`src/rtl/crc_pkg.sv`:
```
package crc_pkg;

    // Default build parameters
    localparam int MAX_SIDE_DEF      = 256;
    localparam int FRACTION_BITS_DEF = 8;

    // Field widths of the input and result items
    localparam int CMD_W        = 2;
    localparam int CENTER_W     = 20;
    localparam int RADIUS_W     = 19;
    localparam int BYTE_W       = 8;
    localparam int READ_COORD_W = 8;

    // Input tdata layout, lowest bit first
    localparam int CX_LSB     = 0;
    localparam int CY_LSB     = CX_LSB + CENTER_W;
    localparam int RAD_LSB    = CY_LSB + CENTER_W;
    localparam int FILL_BIT   = RAD_LSB + RADIUS_W;
    localparam int PAINT_LSB  = FILL_BIT + 1;
    localparam int RCOL_LSB   = PAINT_LSB + BYTE_W;
    localparam int RROW_LSB   = RCOL_LSB + READ_COORD_W;
    localparam int IN_USED_W  = RROW_LSB + READ_COORD_W;
    localparam int IN_TDATA_W = ((IN_USED_W + 7) / 8) * 8;

    // Result layout
    localparam int OUT_TDATA_W = BYTE_W;
    localparam int OUT_TUSER_W = 1;

    // Commands
    localparam logic [CMD_W-1:0] CMD_CLEAR = 2'd0;
    localparam logic [CMD_W-1:0] CMD_DRAW  = 2'd1;
    localparam logic [CMD_W-1:0] CMD_READ  = 2'd2;

    // Configuration registers
    localparam int CFG_IDX_W   = 2;
    localparam int CFG_SIDE_W  = 9;
    localparam int CFG_DATA_W  = 9;
    localparam logic [CFG_IDX_W-1:0] REG_WIDTH      = 2'd0;
    localparam logic [CFG_IDX_W-1:0] REG_HEIGHT     = 2'd1;
    localparam logic [CFG_IDX_W-1:0] REG_BACKGROUND = 2'd2;

    localparam logic [CFG_SIDE_W-1:0] WIDTH_RESET      = 9'd1;
    localparam logic [CFG_SIDE_W-1:0] HEIGHT_RESET     = 9'd1;
    localparam logic [BYTE_W-1:0]     BACKGROUND_RESET = 8'd32;

    // Controller to datapath commands
    typedef struct packed {
        logic capture;
        logic calc_limits;
        logic sweep_start;
        logic sweep_clear;
        logic sweep_step;
        logic read_issue;
        logic load_result;
    } crc_cmd_t;

    // Datapath to controller status
    typedef struct packed {
        logic [CMD_W-1:0] command;
        logic             sweep_last;
        logic             pipe_empty;
        logic             out_free;
    } crc_sts_t;

endpackage

```
`src/rtl/crc_ctrl.sv`:
```
module crc_ctrl
    import crc_pkg::*;
(
    input  logic     clk,
    input  logic     rst_n,
    input  logic     s_tvalid,
    output logic     s_tready,
    input  crc_sts_t sts,
    output crc_cmd_t cmd
);

    localparam logic [2:0] ST_IDLE     = 3'd0;
    localparam logic [2:0] ST_DISPATCH = 3'd1;
    localparam logic [2:0] ST_SWEEP    = 3'd2;
    localparam logic [2:0] ST_DRAIN    = 3'd3;
    localparam logic [2:0] ST_RESULT   = 3'd4;

    logic [2:0] state_reg;
    logic [2:0] state_next;

    // Next state and command decode
    always_comb
    begin
        state_next = state_reg;
        cmd        = '0;
        s_tready   = 1'b0;
        unique case (state_reg)
            ST_IDLE:
            begin
                s_tready = 1'b1;
                if (s_tvalid)
                begin
                    cmd.capture = 1'b1;
                    state_next  = ST_DISPATCH;
                end
            end
            ST_DISPATCH:
            begin
                unique case (sts.command)
                    CMD_CLEAR:
                    begin
                        cmd.sweep_start = 1'b1;
                        cmd.sweep_clear = 1'b1;
                        state_next      = ST_SWEEP;
                    end
                    CMD_DRAW:
                    begin
                        cmd.calc_limits = 1'b1;
                        cmd.sweep_start = 1'b1;
                        state_next      = ST_SWEEP;
                    end
                    CMD_READ:
                    begin
                        cmd.read_issue = 1'b1;
                        state_next     = ST_RESULT;
                    end
                    default:
                    begin
                        state_next = ST_RESULT;
                    end
                endcase
            end
            ST_SWEEP:
            begin
                cmd.sweep_step = 1'b1;
                if (sts.sweep_last)
                begin
                    state_next = ST_DRAIN;
                end
            end
            ST_DRAIN:
            begin
                if (sts.pipe_empty)
                begin
                    state_next = ST_RESULT;
                end
            end
            ST_RESULT:
            begin
                if (sts.out_free)
                begin
                    cmd.load_result = 1'b1;
                    state_next      = ST_IDLE;
                end
            end
            default:
            begin
                state_next = ST_IDLE;
            end
        endcase
    end

    always_ff @(posedge clk or negedge rst_n)
    begin
        if (!rst_n)
        begin
            state_reg <= ST_IDLE;
        end
        else
        begin
            state_reg <= state_next;
        end
    end

endmodule

```
`config.mk`:
```
export PLATFORM = sky130hd
export DESIGN_NAME = crc_ctrl
export DESIGN_NICKNAME = d
export VERILOG_FILES = /design/src/rtl/crc_pkg.sv /design/src/rtl/crc_ctrl.sv
export SDC_FILE = /design/constraint.sdc
export NUM_CORES = 1
export LEC_CHECK = 0
export BUFFER_PORTS_ARGS = -buffer_cell sky130_fd_sc_hd__buf_4
export CORE_AREA = 2 2 39 41
export DETAILED_ROUTE_END_ITERATION = 10
export DIE_AREA = 0 0 41 43
export GPL_TIMING_DRIVEN = 0
export PLACE_DENSITY = 0.49
export REMOVE_ABC_BUFFERS = 1
export SYNTH_ARGS = -nofsm -noshare
export SYNTH_HDL_FRONTEND = slang
export SYNTH_SLANG_ARGS = --single-unit
```
`constraint.sdc`:
```
create_clock -name clk -period 2 [get_ports clk]
set_input_delay 0.4 -clock clk [delete_from_list [all_inputs] [get_ports clk]]
set_output_delay 0.4 -clock clk [all_outputs]
set_load 0.02 [all_outputs]
```
== Word-level counts from Yosys, hierarchy flattened ==
Index checks and enable logic that the tools add are counted.
Storage, ports and cells
  register bits after elaboration: 3
  input bits: 8
  output and inout port bits: 8
  word-level logic and storage cells: 33
Operators by class
  equal/unequal tests: 10
  multiplexer cells: 18
  reductions and logical operators: 4
Operators with widths (number)
  two-way mux 3 bit: 6
  one-hot mux 3 bit (5 select lines): 1
  two-way mux 1 bit: 11
  != test 2 bit, second input constant: 4
  equality test 3 x 2 -> 1 bit, second input constant: 2
  AND reduction 4 bit: 1
  equality test 3 x 1 -> 1 bit, second input constant: 1
  equality test 3 bit, second input constant: 1
  zero test 3 bit: 1
  equality test 2 x 1 -> 1 bit, second input constant: 1
  equality test 2 bit, second input constant: 1
  zero test 2 bit: 1
  OR reduction 2 bit: 1

== Depth between registers and ports, before layout ==
  depth after elaboration: 4
  depth in mapped cells: 3

== Worst setup path before layout ==
OpenSTA, ideal clock, no wires.
  path type: register to output
  start point: register state_reg[1]
  end point: output port cmd[3] in the netlist's numbering
  arrival: 1.448 ns
  data required time: 1.600 ns
  setup slack: 0.152 ns
  stages on the path, launching flop included: 4
  cell sequence: dfrtp_1 buf_6 nor4b_2 nor2b_1
RTL lines
  start: declaration: line crc_ctrl.sv:18  | logic [2:0] state_reg;
  start signal: assignment: line crc_ctrl.sv:101  | state_reg <= state_next;
  end: declaration: line crc_ctrl.sv:9  | output crc_cmd_t cmd

==> impl_summary.md <==
Global route
Entering global routing, the biggest net connects 13 pins. The number of antenna violations at the first check in global routing came to 0. The via count of the first global-routing pass is 206. The first global-routing pass estimated 821 um of wire. The overall track demand over capacity in global routing is 7.85%. For this run the aggregate overflow at the end of global routing stands at 0.

STA
The setup total negative slack is 0 ns. The slew at the pin closest to its max-slew limit is 0.304 ns. The maximum clock rate is 538 MHz. The clock arrives with 0.00347 ns of skew. The hold violation total from the final report is 0. Once routing completed, OpenROAD measured the worst setup slack at 0.142 ns. Setup repair after global routing left no endpoint under its margin. The number of max-slew violations in the final report came to 0.

The worst path uses 92.9% of the clock period. The number of setup violations in the final report is 0. The time the final worst path needs with I/O delays and setup is 1.86 ns. The worst relative slew slack is 79.7%.

Routing
The detailed router's first-iteration violation count is 2. The wire length reported by the detailed router is 547 um. The routed via count is 250. Using the TritonRoute via totals, the vias-per-cell ratio works out to 4.17. The count of nets left with antenna violations once routing finished came out at 0.

For this run, the detailed router's first-pass iteration total came to 2. Dividing the detail-routed wire length by the instance count gives 9.12 um. The detailed-route DRC error count is 0.

Status
The flow ran to the end, and the final reports show no timing, DRC or antenna violations.

Floorplanning
The floorplan step defined a die boundary enclosing 0.00176 mm^2. 16 I/O pins were placed. The die outline height is 43 um. The initial core utilization is 18.4%. The total area inside the core boundary comes to 0.00138 mm^2. The number of standard-cell rows in the floorplan is 14. In this run the horizontal extent of the chip is 41 um.

Critical path
The worst register-to-register path has a setup slack of 0.79 ns. The largest single stage delay on the critical path is 0.59 ns. For the worst flop-to-flop path, the logic depth is 2. The family with the most delay on the worst path is simple AND/OR/NAND/NOR gates.

The required time of the worst setup path is 1.60 ns. The worst register-to-register path ends at state_reg[0]. The category of the worst setup path capture point is an output port. In this run the worst path has a maximum fanout of 9.

The kind of start point of the critical path is a flop. The signal on the critical path passes through or4b_4 > inv_2 > buf_4. Together, buffers and inverters on the worst path number 2.

The worst register-to-register path begins at state_reg[2]. The critical path arrival is 1.46 ns. The path type of the worst setup path is flop to output port. The slowest library cell on the worst path is or4b_4.

Worst hold path
The terminating pin of the worst hold path is state_reg[2]. The tightest min-delay check is of the primary input to flop type. The worst hold path was traced through 3 stages. In this run the most critical hold path is launched from sts[0].

Clock tree
CTS saw 3 sinks. Buffers added to address setup during post-CTS repair amount to 0. TritonCTS created 3 clock buffers. The buffer type at the clock tree root is clkbuf_4. The worst-case clock buffer depth is 2. The clock reaches the later pin of the worst-skew pair after 0.23 ns. The number of levels the H-tree was split into is 1. The clock transition time at the flip-flop clock pins of the worst setup and hold paths is 0.03 ns. TritonCTS built the clock tree.

Place
The final estimated routing congestion in global placement is 0.690. Before CTS, the worst setup slack after placement is 0.373 ns. The count of buffers added on input and output ports is 15.

After legalization and detailed placement, the total HPWL measured 410 um.

Finish
In the final layout, the share of cells above drive strength 1 is 54.5%. The number of inserted diodes is 0. The area growth from synthesis to layout is 58.8%. The final design utilization is 29.3%. The register with the most flip-flops in the layout has 3 of them. Fill cells in the final layout number 150. The net count of the finished layout is 53.

Synthesis
Dividing the synthesized area by the synthesized cell count gives 9.82 um^2. The warning count from the yosys run is 0. The flip-flop and latch count after synthesis is 3. The register area share after synthesis is 29.4%.

The cell type contributing the most total cell area after synthesis is dfrtp_1. The mapped cell area is 255 um^2. The share of synthesized area in the top cell type comes to 29.4%. The distinct cell type count after synthesis is 22. Synthesis handed over a netlist of 26 instances.

Yosys attributes the largest share of cell area to dfrtp_1, nor4b_2, or4b_4.

Power and ir drop
The power density over the cells is 1310 mW/mm^2. The power consumption is 0.531 mW. For this design the static power due to leakage is 0.192 nW.

The maximum vdd ir drop is 0.457 mV.

Flow run
The reported max-cap violation count is 0.
[logic make-up (layout without fill, tap and decap cells)]
group,Yosys count,in the layout,synth area share (%)
buf+inv,3,21,8.82
mux,1,1,3.92
flops,3,3,29.4
compound gates,4,4,12.7
simple gates,15,15,45.1
[worst max path at each step]
| stage | cells past startpoint | to | start |
|---|---|---|---|
| 4_1_cts | 3 | cmd[6] | state_reg[2] |
| 6_report | 3 | cmd[6] | state_reg[2] |
| 2_1_floorplan | 2 | cmd[3] | state_reg[1] |
| 3_5_place_dp | 3 | cmd[6] | state_reg[2] |
| 3_3_place_gp | 3 | cmd[6] | state_reg[1] |
| 5_1_grt | 3 | cmd[6] | state_reg[1] |
[per-stage QoR]
step | instance area (um^2) | instances | hold slack [ns]
2_1_floorplan | 236 | 24 | 0.104
3_3_place_gp | 369 | 55 | 0.190
3_5_place_dp | 369 | 55 | 0.191
4_1_cts | 405 | 60 | 0.436
5_1_grt | 405 | 60 | 0.454
6_report | 405 | 60 | 0.440
[layout by cell type, fill, tap and decap left out, types with 2 or more instances in the layout]
| cell | instances |
|---|---|
| nor2_1 | 2 |
| and2_1 | 2 |
| clkbuf_4 | 3 |
| buf_4 | 15 |
| dfrtp_1 | 3 |
[where the power goes]
group / internal [mW] / switching, mW
registers: 0.0870 / 0.0664
clock network: 0.0746 / 0.0295
logic: 0.150 / 0.124
[final cells by class]
| cell class | instances | area [um^2] | area share [%] |
|---|---|---|---|
| timing repair buffer | 16 | 123 | 30.2 |
| multi-input combinational | 20 | 158 | 38.9 |
| tap | 16 | 20.0 | 4.94 |
| clock buffer | 4 | 26.3 | 6.48 |
| inverter | 1 | 3.75 | 0.926 |
| sequential | 3 | 75.1 | 18.5 |
[cells in the mapped netlist]
library cell	count
nor4b_2	1
a21bo_2	1
nor2b_1	1
inv_2	1
o31ai_2	1
or4b_1	1
dfrtp_1	3
nor2_1	2
o21ai_1	1
and4bb_2	1
or2b_1	1
a21oi_1	1
nor3_1	1
nor4_1	1
buf_6	1
or3b_1	1
nand2b_1	1
or4b_4	1
nand2_1	1
buf_4	1
and2_1	2
mux2i_1	1
[repair_timing]
action | CTS | global route
hold buffers | 1 | 0
endpoints found under the setup margin | 0 | 0
resized for setup | 0 | 0
endpoints found under the hold margin | 3 | 0
[routing by layer]
metal  GRT usage (%)  up-vias  wire [um]  part of all wire, %
li1                -      128          -                    -
met1            8.74      108        245                   45
met2            9.38       14        240                   44
met3            6.28        0         61                   11
met4            6.00        0          0                    0
met5               0        -          0                    0
[worst min-delay path, stage by stage]
cell	delay (ns)
buf_4	0.08
or4b_1	0.09
o21ai_1	0.05
No activity file was read; power rests on OpenSTA's default activity.
